## src/rtl/crmd_pkg.sv

```systemverilog
// Shared types and constants of the CAN receive message dispatcher.
// No dependencies; imported by every module of the block except crmd_ram.
package crmd_pkg;

    // Request codes carried by req_type
    typedef enum logic [1:0] {
        REQ_FRAME     = 2'd0,
        REQ_POP_SEAT  = 2'd1,
        REQ_POP_GEAR  = 2'd2,
        REQ_POP_ABORT = 2'd3
    } req_t;

    // Configuration register indexes
    localparam logic [1:0] CFG_ABORT_ID     = 2'd0;
    localparam logic [1:0] CFG_GEAR_ID      = 2'd1;
    localparam logic [1:0] CFG_DRIVER_ID    = 2'd2;
    localparam logic [1:0] CFG_PASSENGER_ID = 2'd3;

    localparam int ID_W  = 11;
    localparam int DLC_W = 4;

    // Identifier defaults after reset
    localparam logic [ID_W-1:0] ABORT_ID_RST     = 11'd256;
    localparam logic [ID_W-1:0] GEAR_ID_RST      = 11'd257;
    localparam logic [ID_W-1:0] DRIVER_ID_RST    = 11'd258;
    localparam logic [ID_W-1:0] PASSENGER_ID_RST = 11'd259;

    // Minimum length codes per frame kind
    localparam logic [DLC_W-1:0] ABORT_MIN_DLC     = 4'd3;
    localparam logic [DLC_W-1:0] GEAR_MIN_DLC      = 4'd1;
    localparam logic [DLC_W-1:0] DRIVER_MIN_DLC    = 4'd4;
    localparam logic [DLC_W-1:0] PASSENGER_MIN_DLC = 4'd2;

    // One seat command as stored in the ring
    typedef struct packed {
        logic       seat_side;
        logic [7:0] recline;
        logic [7:0] rotation;
        logic [3:0] rolling_count;
        logic       sum_ok;
    } seat_entry_t;

    localparam int SEAT_ENTRY_W = $bits(seat_entry_t);

    // Abort mailbox contents
    typedef struct packed {
        logic       abort_stop;
        logic [7:0] source_node;
        logic [7:0] reason;
    } abort_entry_t;

    // Controller to datapath commands
    typedef struct packed {
        logic take;     // input beat accepted this cycle
        logic fill;     // ring read data is valid, load seat result
    } dp_cmd_t;

    // Datapath to controller status
    typedef struct packed {
        logic pop_req;     // current input beat is a pop
        logic ring_fetch;  // current input beat is a seat pop on a non-empty ring
    } dp_status_t;

endpackage

```

## src/rtl/crmd_ram.sv

```systemverilog
// Generic single-write, single-read RAM with registered read data.
// No dependencies; holds the seat command ring.
module crmd_ram #(
    parameter int WIDTH = 22,
    parameter int DEPTH = 8
) (
    input  logic                                  clk,
    input  logic                                  we,
    input  logic [((DEPTH > 1) ? $clog2(DEPTH) : 1)-1:0] waddr,
    input  logic [WIDTH-1:0]                      wdata,
    input  logic                                  re,
    input  logic [((DEPTH > 1) ? $clog2(DEPTH) : 1)-1:0] raddr,
    output logic [WIDTH-1:0]                      rdata
);

    logic [WIDTH-1:0] mem [DEPTH];

    // Write port and registered read port
    always_ff @(posedge clk)
    begin
        if (we)
        begin
            mem[waddr] <= wdata;
        end
        if (re)
        begin
            rdata <= mem[raddr];
        end
    end

endmodule

```

## src/rtl/crmd_ctrl.sv

```systemverilog
// Sequencing controller of the dispatcher: accept, ring fetch, result send.
// Depends on crmd_pkg for the command and status types.
module crmd_ctrl (
    input  logic                  clk,
    input  logic                  rst_n,
    input  logic                  in_valid,
    output logic                  in_stall,
    output logic                  out_valid,
    input  logic                  out_stall,
    input  crmd_pkg::dp_status_t  status,
    output crmd_pkg::dp_cmd_t     cmd
);
    import crmd_pkg::*;

    typedef enum logic [2:0] {
        S_IDLE  = 3'b001,
        S_FETCH = 3'b010,
        S_SEND  = 3'b100
    } state_t;

    state_t state_reg;
    state_t state_next;

    // Handshake and datapath strobes
    always_comb
    begin
        in_stall  = (state_reg != S_IDLE);
        out_valid = (state_reg == S_SEND);
        cmd.take  = in_valid && (state_reg == S_IDLE);
        cmd.fill  = (state_reg == S_FETCH);
    end

    // Next state
    always_comb
    begin
        state_next = state_reg;
        case (state_reg)
            S_IDLE:
            begin
                if (in_valid && status.pop_req)
                begin
                    state_next = status.ring_fetch ? S_FETCH : S_SEND;
                end
            end
            S_FETCH:
            begin
                state_next = S_SEND;
            end
            S_SEND:
            begin
                if (!out_stall)
                begin
                    state_next = S_IDLE;
                end
            end
            default:
            begin
                state_next = S_IDLE;
            end
        endcase
    end

    always_ff @(posedge clk or negedge rst_n)
    begin
        if (!rst_n)
        begin
            state_reg <= S_IDLE;
        end
        else
        begin
            state_reg <= state_next;
        end
    end

    // A frame beat never produces a result
    assert property (@(posedge clk) disable iff (!rst_n)
        (cmd.take && !status.pop_req) |=> (state_reg == S_IDLE))
        else $error("frame beat left the idle state");

    // A ring fetch is always followed by the send state
    assert property (@(posedge clk) disable iff (!rst_n)
        (state_reg == S_FETCH) |=> (state_reg == S_SEND))
        else $error("fetch not followed by send");

    // A stalled result is held
    assert property (@(posedge clk) disable iff (!rst_n)
        (out_valid && out_stall) |=> out_valid)
        else $error("result dropped under stall");

endmodule

```

## src/rtl/crmd_datapath.sv

```systemverilog
// Datapath of the dispatcher: identifier match, mailboxes, ring pointers, results.
// Depends on crmd_pkg and crmd_ram.
module crmd_datapath #(
    parameter int QUEUE_DEPTH = 8
) (
    input  logic                      clk,
    input  logic                      rst_n,
    // configuration
    input  logic                      cfg_write,
    input  logic [1:0]                cfg_index,
    input  logic [crmd_pkg::ID_W-1:0] cfg_data,
    // input beat
    input  logic [1:0]                req_type,
    input  logic [crmd_pkg::ID_W-1:0] frame_id,
    input  logic                      is_extended,
    input  logic                      is_remote,
    input  logic [crmd_pkg::DLC_W-1:0] length_code,
    input  logic [7:0]                byte0,
    input  logic [7:0]                byte1,
    input  logic [7:0]                byte2,
    input  logic [7:0]                byte3,
    // control
    input  crmd_pkg::dp_cmd_t         cmd,
    output crmd_pkg::dp_status_t      status,
    // result
    output logic                      read_valid,
    output logic                      seat_side,
    output logic [7:0]                recline,
    output logic [7:0]                rotation,
    output logic [3:0]                rolling_count,
    output logic                      sum_ok,
    output logic [1:0]                gear_value,
    output logic                      abort_stop,
    output logic [7:0]                source_node,
    output logic [7:0]                reason,
    output logic                      overflowed
);
    import crmd_pkg::*;

    localparam int PTR_W = (QUEUE_DEPTH > 1) ? $clog2(QUEUE_DEPTH) : 1;
    localparam logic [PTR_W-1:0] LAST_SLOT = PTR_W'(QUEUE_DEPTH - 1);

    function automatic logic [PTR_W-1:0] next_slot(input logic [PTR_W-1:0] s);
        next_slot = (s == LAST_SLOT) ? '0 : s + 1'b1;
    endfunction

    // Configured identifiers
    logic [ID_W-1:0] abort_id_reg;
    logic [ID_W-1:0] gear_id_reg;
    logic [ID_W-1:0] driver_id_reg;
    logic [ID_W-1:0] passenger_id_reg;

    // Ring pointers, flags and mailboxes
    logic [PTR_W-1:0] write_slot_reg;
    logic [PTR_W-1:0] write_slot_next;
    logic [PTR_W-1:0] read_slot_reg;
    logic [PTR_W-1:0] read_slot_next;
    logic             drop_flag_reg;
    logic             drop_flag_next;
    logic             gear_waiting_reg;
    logic             gear_waiting_next;
    logic             abort_waiting_reg;
    logic             abort_waiting_next;
    logic [1:0]       gear_mailbox_reg;
    abort_entry_t     abort_mailbox_reg;

    // Result registers
    logic         read_valid_reg;
    seat_entry_t  seat_res_reg;
    logic [1:0]   gear_value_reg;
    abort_entry_t abort_res_reg;
    logic         overflowed_reg;

    // Decode
    req_t         req;
    logic         std_data;
    logic         hit_abort;
    logic         hit_gear;
    logic         hit_driver;
    logic         hit_passenger;
    logic [7:0]   sum8;
    logic         ring_empty;
    logic         frame_take;
    logic         push;
    logic         pop_seat;
    seat_entry_t  push_entry;
    logic [SEAT_ENTRY_W-1:0] ring_rdata;

    assign req        = req_t'(req_type);
    assign std_data   = !is_extended && !is_remote;
    assign ring_empty = (read_slot_reg == write_slot_reg);
    assign sum8       = byte0 + byte1 + byte2;
    assign frame_take = cmd.take && (req == REQ_FRAME) && std_data;

    // Priority match: the first identifier that matches owns the frame, even if its length is short
    always_comb
    begin
        hit_abort     = 1'b0;
        hit_gear      = 1'b0;
        hit_driver    = 1'b0;
        hit_passenger = 1'b0;
        if (frame_id == abort_id_reg)
        begin
            hit_abort = (length_code >= ABORT_MIN_DLC);
        end
        else if (frame_id == gear_id_reg)
        begin
            hit_gear = (length_code >= GEAR_MIN_DLC);
        end
        else if (frame_id == driver_id_reg)
        begin
            hit_driver = (length_code >= DRIVER_MIN_DLC);
        end
        else if (frame_id == passenger_id_reg)
        begin
            hit_passenger = (length_code >= PASSENGER_MIN_DLC);
        end
    end

    // Build the ring entry for a seat command
    always_comb
    begin
        push_entry.seat_side = hit_passenger;
        push_entry.recline   = byte0;
        push_entry.rotation  = byte1;
        if (hit_passenger)
        begin
            push_entry.rolling_count = 4'd0;
            push_entry.sum_ok        = 1'b1;
        end
        else
        begin
            push_entry.rolling_count = byte2[3:0];
            push_entry.sum_ok        = (byte3 == sum8);
        end
    end

    assign push     = frame_take && (hit_driver || hit_passenger);
    assign pop_seat = cmd.take && (req == REQ_POP_SEAT) && !ring_empty;

    assign status.pop_req    = (req != REQ_FRAME);
    assign status.ring_fetch = (req == REQ_POP_SEAT) && !ring_empty;

    // Pointer and flag updates; drop the oldest entry when the ring is full
    always_comb
    begin
        write_slot_next    = write_slot_reg;
        read_slot_next     = read_slot_reg;
        drop_flag_next     = drop_flag_reg;
        gear_waiting_next  = gear_waiting_reg;
        abort_waiting_next = abort_waiting_reg;
        if (push)
        begin
            write_slot_next = next_slot(write_slot_reg);
            if (next_slot(write_slot_reg) == read_slot_reg)
            begin
                read_slot_next = next_slot(read_slot_reg);
                drop_flag_next = 1'b1;
            end
        end
        if (pop_seat)
        begin
            read_slot_next = next_slot(read_slot_reg);
        end
        if (frame_take && hit_gear)
        begin
            gear_waiting_next = 1'b1;
        end
        if (frame_take && hit_abort)
        begin
            abort_waiting_next = 1'b1;
        end
        if (cmd.take && (req == REQ_POP_GEAR))
        begin
            gear_waiting_next = 1'b0;
        end
        if (cmd.take && (req == REQ_POP_ABORT))
        begin
            abort_waiting_next = 1'b0;
        end
    end

    always_ff @(posedge clk or negedge rst_n)
    begin
        if (!rst_n)
        begin
            abort_id_reg      <= ABORT_ID_RST;
            gear_id_reg       <= GEAR_ID_RST;
            driver_id_reg     <= DRIVER_ID_RST;
            passenger_id_reg  <= PASSENGER_ID_RST;
            write_slot_reg    <= '0;
            read_slot_reg     <= '0;
            drop_flag_reg     <= 1'b0;
            gear_waiting_reg  <= 1'b0;
            abort_waiting_reg <= 1'b0;
        end
        else
        begin
            if (cfg_write)
            begin
                case (cfg_index)
                    CFG_ABORT_ID:     abort_id_reg     <= cfg_data;
                    CFG_GEAR_ID:      gear_id_reg      <= cfg_data;
                    CFG_DRIVER_ID:    driver_id_reg    <= cfg_data;
                    CFG_PASSENGER_ID: passenger_id_reg <= cfg_data;
                    default:          abort_id_reg     <= abort_id_reg;
                endcase
            end
            write_slot_reg    <= write_slot_next;
            read_slot_reg     <= read_slot_next;
            drop_flag_reg     <= drop_flag_next;
            gear_waiting_reg  <= gear_waiting_next;
            abort_waiting_reg <= abort_waiting_next;
        end
    end

    // Mailbox payloads
    always_ff @(posedge clk)
    begin
        if (frame_take && hit_gear)
        begin
            gear_mailbox_reg <= byte0[1:0];
        end
        if (frame_take && hit_abort)
        begin
            abort_mailbox_reg.abort_stop  <= byte0[0];
            abort_mailbox_reg.source_node <= byte1;
            abort_mailbox_reg.reason      <= byte2;
        end
    end

    // Seat command ring
    crmd_ram #(
        .WIDTH (SEAT_ENTRY_W),
        .DEPTH (QUEUE_DEPTH)
    ) u_ring (
        .clk   (clk),
        .we    (push),
        .waddr (write_slot_reg),
        .wdata (push_entry),
        .re    (pop_seat),
        .raddr (read_slot_reg),
        .rdata (ring_rdata)
    );

    // Result registers: clear on a pop beat, fill seat fields after the fetch
    always_ff @(posedge clk)
    begin
        if (cmd.take && (req != REQ_FRAME))
        begin
            read_valid_reg <= 1'b0;
            seat_res_reg   <= '0;
            gear_value_reg <= 2'd0;
            abort_res_reg  <= '0;
            overflowed_reg <= drop_flag_reg;
            case (req)
                REQ_POP_SEAT:
                begin
                    read_valid_reg <= !ring_empty;
                end
                REQ_POP_GEAR:
                begin
                    if (gear_waiting_reg)
                    begin
                        read_valid_reg <= 1'b1;
                        gear_value_reg <= gear_mailbox_reg;
                    end
                end
                REQ_POP_ABORT:
                begin
                    if (abort_waiting_reg)
                    begin
                        read_valid_reg <= 1'b1;
                        abort_res_reg  <= abort_mailbox_reg;
                    end
                end
                default:
                begin
                    read_valid_reg <= 1'b0;
                end
            endcase
        end
        else if (cmd.fill)
        begin
            seat_res_reg <= seat_entry_t'(ring_rdata);
        end
    end

    assign read_valid    = read_valid_reg;
    assign seat_side     = seat_res_reg.seat_side;
    assign recline       = seat_res_reg.recline;
    assign rotation      = seat_res_reg.rotation;
    assign rolling_count = seat_res_reg.rolling_count;
    assign sum_ok        = seat_res_reg.sum_ok;
    assign gear_value    = gear_value_reg;
    assign abort_stop    = abort_res_reg.abort_stop;
    assign source_node   = abort_res_reg.source_node;
    assign reason        = abort_res_reg.reason;
    assign overflowed    = overflowed_reg;

    // Pointers stay inside the ring
    assert property (@(posedge clk) disable iff (!rst_n)
        (write_slot_reg <= LAST_SLOT) && (read_slot_reg <= LAST_SLOT))
        else $error("ring pointer out of range");

    // Overflow flag is sticky
    assert property (@(posedge clk) disable iff (!rst_n)
        drop_flag_reg |=> drop_flag_reg)
        else $error("overflow flag cleared");

    // A pop from a non-empty ring advances the read slot
    assert property (@(posedge clk) disable iff (!rst_n)
        pop_seat |=> (read_slot_reg != $past(read_slot_reg)))
        else $error("seat pop did not advance read slot");

endmodule

```

## src/rtl/can_rx_message_dispatcher.sv

```systemverilog
// Result timing: a gear or abort pop shows its result in the cycle after
// acceptance, a seat pop after the registered ring RAM read and the fetch
// state; frames give none. Frame beats are accepted every cycle outside a pop;
// after a pop the next beat is accepted in the cycle after its result is taken.
// Reset (rst_n low, asynchronous) restores the identifier defaults and
// empties ring and mailboxes at once; ring contents are not cleared.
module can_rx_message_dispatcher #(
    parameter int QUEUE_DEPTH = 8
) (
    input  logic                       clk,
    input  logic                       rst_n,
    // configuration
    input  logic                       cfg_write,
    input  logic [1:0]                 cfg_index,
    input  logic [crmd_pkg::ID_W-1:0]  cfg_data,
    // input channel
    input  logic                       in_valid,
    output logic                       in_stall,
    input  logic [1:0]                 req_type,
    input  logic [crmd_pkg::ID_W-1:0]  frame_id,
    input  logic                       is_extended,
    input  logic                       is_remote,
    input  logic [crmd_pkg::DLC_W-1:0] length_code,
    input  logic [7:0]                 byte0,
    input  logic [7:0]                 byte1,
    input  logic [7:0]                 byte2,
    input  logic [7:0]                 byte3,
    // output channel
    output logic                       out_valid,
    input  logic                       out_stall,
    output logic                       read_valid,
    output logic                       seat_side,
    output logic [7:0]                 recline,
    output logic [7:0]                 rotation,
    output logic [3:0]                 rolling_count,
    output logic                       sum_ok,
    output logic [1:0]                 gear_value,
    output logic                       abort_stop,
    output logic [7:0]                 source_node,
    output logic [7:0]                 reason,
    output logic                       overflowed
);
    import crmd_pkg::*;

    dp_cmd_t    cmd;
    dp_status_t status;

    // Sequencing
    crmd_ctrl u_ctrl (
        .clk       (clk),
        .rst_n     (rst_n),
        .in_valid  (in_valid),
        .in_stall  (in_stall),
        .out_valid (out_valid),
        .out_stall (out_stall),
        .status    (status),
        .cmd       (cmd)
    );

    // Matching, storage and result
    crmd_datapath #(
        .QUEUE_DEPTH (QUEUE_DEPTH)
    ) u_datapath (
        .clk           (clk),
        .rst_n         (rst_n),
        .cfg_write     (cfg_write),
        .cfg_index     (cfg_index),
        .cfg_data      (cfg_data),
        .req_type      (req_type),
        .frame_id      (frame_id),
        .is_extended   (is_extended),
        .is_remote     (is_remote),
        .length_code   (length_code),
        .byte0         (byte0),
        .byte1         (byte1),
        .byte2         (byte2),
        .byte3         (byte3),
        .cmd           (cmd),
        .status        (status),
        .read_valid    (read_valid),
        .seat_side     (seat_side),
        .recline       (recline),
        .rotation      (rotation),
        .rolling_count (rolling_count),
        .sum_ok        (sum_ok),
        .gear_value    (gear_value),
        .abort_stop    (abort_stop),
        .source_node   (source_node),
        .reason        (reason),
        .overflowed    (overflowed)
    );

endmodule
```

## config.mk

```make
export PLATFORM = sky130hd
export DESIGN_NAME = can_rx_message_dispatcher
export DESIGN_NICKNAME = d
export VERILOG_FILES = /design/src/rtl/crmd_pkg.sv /design/src/rtl/crmd_ram.sv /design/src/rtl/crmd_ctrl.sv /design/src/rtl/crmd_datapath.sv /design/src/rtl/can_rx_message_dispatcher.sv
export SDC_FILE = /design/constraint.sdc
export NUM_CORES = 1
export LEC_CHECK = 0
export ABC_CLOCK_PERIOD_IN_PS = 5000
export BUFFER_PORTS_ARGS = -buffer_cell sky130_fd_sc_hd__buf_2
export CAP_MARGIN = 20
export CORE_MARGIN = 2
export CORE_UTILIZATION = 54
export CTS_BUF_LIST = sky130_fd_sc_hd__clkbuf_2 sky130_fd_sc_hd__clkbuf_4 sky130_fd_sc_hd__clkbuf_8
export DETAILED_ROUTE_END_ITERATION = 6
export HOLD_SLACK_MARGIN = 0.15
export PLACE_DENSITY = 0.85
export SLEW_MARGIN = 20
export SYNTH_ARGS = -nofsm -noshare
export SYNTH_HDL_FRONTEND = slang
export SYNTH_SLANG_ARGS = --single-unit
```

## constraint.sdc

```tcl
create_clock -name clk -period 5 [get_ports clk]
set_input_delay 1 -clock clk [delete_from_list [all_inputs] [get_ports clk]]
set_output_delay 1 -clock clk [all_outputs]
set_load 0.005 [all_outputs]
```

# [After elaboration in Yosys (flattened, before gate mapping)]
# Memories as Yosys holds them, arrays and structs flattened. A register that Yosys moved wholly into a read port is not among the register bits.
# Cells that the tools add are included.
[totals] reg_bits=118 ram_bits=176 in_bits=69 elab_cells=118 memories=1
[memory_table] name="u_datapath.u_ring.mem" words=8 width=22 rd=1 rd_clocked_by_memory_dff=1 wr=1 line="crmd_ram.sv:16" text="logic [WIDTH-1:0] mem [DEPTH];"
[classes] addsub=4 magnitude_cmp=4 eq_ne=21 muxes=29 n_reduce_logical=34
[op_table] op="== test 11 bit" count=4
[op_table] op="two-way mux 3 bit" count=8
[op_table] op="two-way mux 1 bit" count=18
[op_table] op="AND reduction 2 bit" count=9
[op_table] op="adder 8 bit" count=2
[op_table] op="logical AND 1 bit" count=14
[op_table] op="nonzero test 2 bit" count=5
[op_table] op="== test 3 bit (second input constant)" count=3
[op_table] op="case mux 3 bit (3 select lines)" count=1
[op_table] op="== test 2 bit (second input constant)" count=4
[op_table] op="== test 8 bit" count=1
[op_table] op="greater-or-equal comparator 4 x 2 -> 1 bit (second input constant)" count=2
[op_table] op="adder 3 x 1 -> 3 bit (second input constant)" count=2
[op_table] op="== test 3 bit" count=2
[op_table] op="two-way mux 5 bit" count=1
[op_table] op="== test 2 x 1 -> 1 bit (second input constant)" count=2
[op_table] op="greater-or-equal comparator 4 x 1 -> 1 bit (second input constant)" count=1
[op_table] op="greater-or-equal comparator 4 x 3 -> 1 bit (second input constant)" count=1
[op_table] op="zero test 2 bit" count=2
[op_table] op="inequality test 2 bit (second input constant)" count=2
[op_table] op="== test 3 x 1 -> 1 bit (second input constant)" count=1
[op_table] op="== test 3 x 2 -> 1 bit (second input constant)" count=1
[op_table] op="zero test 1 bit" count=3
[op_table] op="inequality test 3 x 1 -> 1 bit (second input constant)" count=1
[op_table] op="2 further kinds" count=2

# [Depth between registers and ports, before layout]
[logic_depth] ltp_word=9 depth_mapped=9 depth_no_buf=9

# [Cells and area by module]
# Synthesis repeated with hierarchy kept, for this count alone.
[hier_totals] cells_unflattened=700 hier_area_um2=13012.5
[modules_own_cells] module="crmd_ram" instances=1 cells_each=289 area_per_inst_um2=7469.7
[modules_own_cells] module="crmd_datapath" instances=1 cells_each=399 area_per_inst_um2=5385.2
[modules_own_cells] module="crmd_ctrl" instances=1 cells_each=12 area_per_inst_um2=157.7

# [Worst setup path after synthesis]
# OpenSTA, ideal clock, no wires.
[synth_timing] kind="input to register" startpoint="input port frame_id[9] (netlist bit)" endpoint="memory u_datapath.u_ring.mem[0][0] (enable)" setup_ps=457 t_arrival_ps=4503 setup_slack_ps=40 cell_stages=7 cell_sequence="xor2_1 -> nor4_1 -> nand3_1 -> mux2_4 -> or3_4 -> buf_6 -> nor4_1"
[synth_between] elab_chain_len=9 elab_cells_between_ends=15 classes_between="eq/ne: 4; mux: 9; reduce/logical: 2"
[synth_rtl] element="start: declaration" line="can_rx_message_dispatcher.sv:20" text="input logic [crmd_pkg::ID_W-1:0] frame_id,"
[synth_rtl] element="== test 11 bit" line="crmd_datapath.sv:114" text="else if (frame_id == passenger_id_reg)"
[synth_rtl] element="two-way mux 1 bit" line="crmd_datapath.sv:114"
[synth_rtl] element="two-way mux 1 bit" line="crmd_datapath.sv:110" text="else if (frame_id == driver_id_reg)"
[synth_rtl] element="two-way mux 1 bit" line="crmd_datapath.sv:106" text="else if (frame_id == gear_id_reg)"
[synth_rtl] element="two-way mux 1 bit" line="crmd_datapath.sv:102" text="if (frame_id == abort_id_reg)"
[synth_rtl] element="logical OR 1 bit (*)" line="crmd_datapath.sv:138" text="assign push = frame_take && (hit_driver || hit_passenger);"
[synth_rtl] element="logical AND 1 bit (*)" line="crmd_datapath.sv:138"
[synth_rtl] element="two-way mux 1 bit (*)" line="crmd_ram.sv:21" text="if (we)"
[synth_rtl] element="two-way mux 1 bit (not written as such) (*)" line="crmd_ram.sv:23" text="mem[waddr] <= wdata;"
[synth_rtl] element="end: declaration" line="crmd_ram.sv:16"
# Mark *: on every way between the ends. The rest lies on a longest branch, timed or not.

==> out/results.tsv <==
metric	value	unit
rr_startpoint	u_datapath.passenger_id_reg[1]	
cp_slowest_cell	fa_1	
crit_type	in2reg	
grtUsageTotal	22.3	%
tightest_slew	1.17	ns
cp.arrival	3.52	ns
ys_ff_latch	316	
die_y	158	µm
cts_made_buffers	49	
r2r-end	u_datapath.u_ring.mem[5][20]	
ios	114	
initial_core_util	54.6	%
largest_register_ffs	176	
yosys.cell_types.count	41	
drt-wirelength-per-cell	21.9	µm
reg2reg_slack	2.09	ns
period_share	64.5	%
netlist_instances	721	
final_common_cell	edfxtp_1	
cts_tree	done	
cp_cell_sequence	buf_2 > fa_1 > ha_1 > fa_1 > a21o_1 > a21oi_1 > o21bai_1 > a21oi_1 > xnor2_1 > a31o_2	
wl_met3	2100	µm
die_w	158	µm
ctsRootBufferMaster	clkbuf_8	
status	finished clean	
cp-start-kind	primary input	
syn_avg_cell_area	17.7	µm²
wl_met2	13200	µm
finalPower	0.00553	W
critPathCaptureType	register	
period_needed	3.22	ns
cp.required	5.29	ns
cts_setup_buffers	0	
vdd_drop_max	0.000261	V
placementRows	56	
fmaxAchievable	310	MHz
setup_tns	0	ns
nets	960	
finalHoldViolations	0	
holdWs	0.456	ns
io_buffers	113	
synth_ff_type	edfxtp_1	
finClkSkew	0.0145	ns
cts_sinks	316	
drt_first_iter_violations	635	
critPathMaxStageDelay	0.47	ns
synth-seq-area-share	70.6	%
rr_worst_depth	7	
power_density	375	mW/mm²
insertion_delay	0.57	ns
slew_headroom	21.9	%
critPathMaxFanout	10	
syn_area	0.0127	mm²
p_leak	5.33	nW
syn2layout_area_growth	15.9	%
place_congestion	0.840	
synthArstFlopShare	17.7	%
drive_gt1_share	38.4	%
yosys_warnings	0	
grt_pass1_wl	40800	µm
viasPerCell	5.58	
wirelength	27000	µm
grt_overflow	0	
critPathCapture	u_datapath.u_ring.mem[6][0]	
antenna-diode-count	0	
clk_path_buf_depth	3	
nFillCells	1581	
crit_start	byte1[1]	
first_global_vias	7234	
core	0.0233	mm²
layout_common_cells	edfxtp_1, buf_2, mux2_2	
die_area	0.0249	mm²
postCtsHoldBufs	0	
drcViolationCount	0	
hpwl	17000	µm
synth_edf_count	238	
setup_viol	0	
clk_pin_slew	0.06	ns
min_path_type	in2async	
antenna_found_initial	0	
syn-num-nets	808	
vias	6865	
report.final.slew_viol_count	0	
rsz0062_at_grt	no	
drtPass1Iterations	7	
grt_start_max_net_pins	49	
dr.max_layer_used	met4	
ant_nets	0	
drv_cap	0	
htreeDepth	2	
post_cts_resized	0	
wl_met1	11300	µm
==> how the worst min path moves through the flow <==
stage	from	to	slack, ns	cells after the start
after floorplan	u_datapath.drop_flag_reg	u_datapath.overflowed	0.42	0
after global placement	u_datapath.drop_flag_reg	u_datapath.overflowed	0.43	0
after detailed placement	u_datapath.drop_flag_reg	u_datapath.overflowed	0.44	0
after CTS	u_datapath.rolling_count[1]	u_datapath.rolling_count[1]	0.45	2
after global routing	u_datapath.rolling_count[1]	u_datapath.rolling_count[1]	0.48	2
final	rst_n	u_datapath.gear_id_reg[10]	0.46	1
==> power by group <==
group / switching (W) / total, W / internal (W)
combinational: 0.000250 / 0.000456 / 0.000206
clock: 0.000959 / 0.00207 / 0.00112
sequential: 0.0000631 / 0.00300 / 0.00294
total: 0.00127 / 0.00553 / 0.00426
==> worst max-delay path: cells and delay by family <==
kind	cells	cell delay, ns
adder cells (fa/ha/maj)	3	1.15
AO/OA/AOI/OAI	5	1.03
buffers and inverters	1	0.22
XOR/XNOR	1	0.12
==> metal layers <==
metal,global-route usage [%],up-vias
met5,0,-
met1,30.6,3449
met3,4.13,32
li1,-,3060
met2,36.8,324
met4,6.84,0
==> cell type report <==
class                           count  area (µm²)  area share (%)
Sequential cell                   316        9000            60.9
Clock inverter                     23         126           0.856
Tap cell                          319         399            2.70
Timing Repair Buffer              131         708            4.79
Multi-Input combinational cell    368        3690            25.0
Clock buffer                       67         822            5.57
Inverter                            7        26.3           0.178
==> kinds of logic after synthesis <==
kind of cell	count (synthesis)	synth area share (%)
AOI/OAI and AO/OA	41	1.89
xor gates and xnor gates	66	4.53
adders and majority gates	18	2.24
buffers and inverters	37	1.19
DFF	316	70.6
muxes	117	14.3
and+or+nand+nor	126	5.23
==> through the flow <==
step / cell area [µm²] / util (%) / setup slack [ns] / instances
floorplan: 12700 / - / 0.0403 / 721
finish: 14800 / 63.3 / 1.78 / 1231
detailed placement: 13800 / 59.2 / 1.33 / 1140
global route: 14800 / 63.3 / 1.68 / 1231
CTS: 14800 / 63.2 / 1.79 / 1230
global placement: 13800 / 59.2 / 1.39 / 1140
==> cells in the mapped netlist, types with 8 or more instances <==
cell type	n	area, µm²
a21oi_1	28	140
and2_1	17	106
clkbuf_1	24	90.1
dfrtp_1	47	1180
dfstp_2	9	236
dfxtp_1	22	440
edfxtp_1	238	7150
fa_1	8	160
ha_1	10	125
mux2_2	70	788
mux4_2	44	991
nand2_1	51	191
nor4_1	16	100
xnor2_1	12	105
xor2_1	54	473
Power figures use the tool's default switching activity.
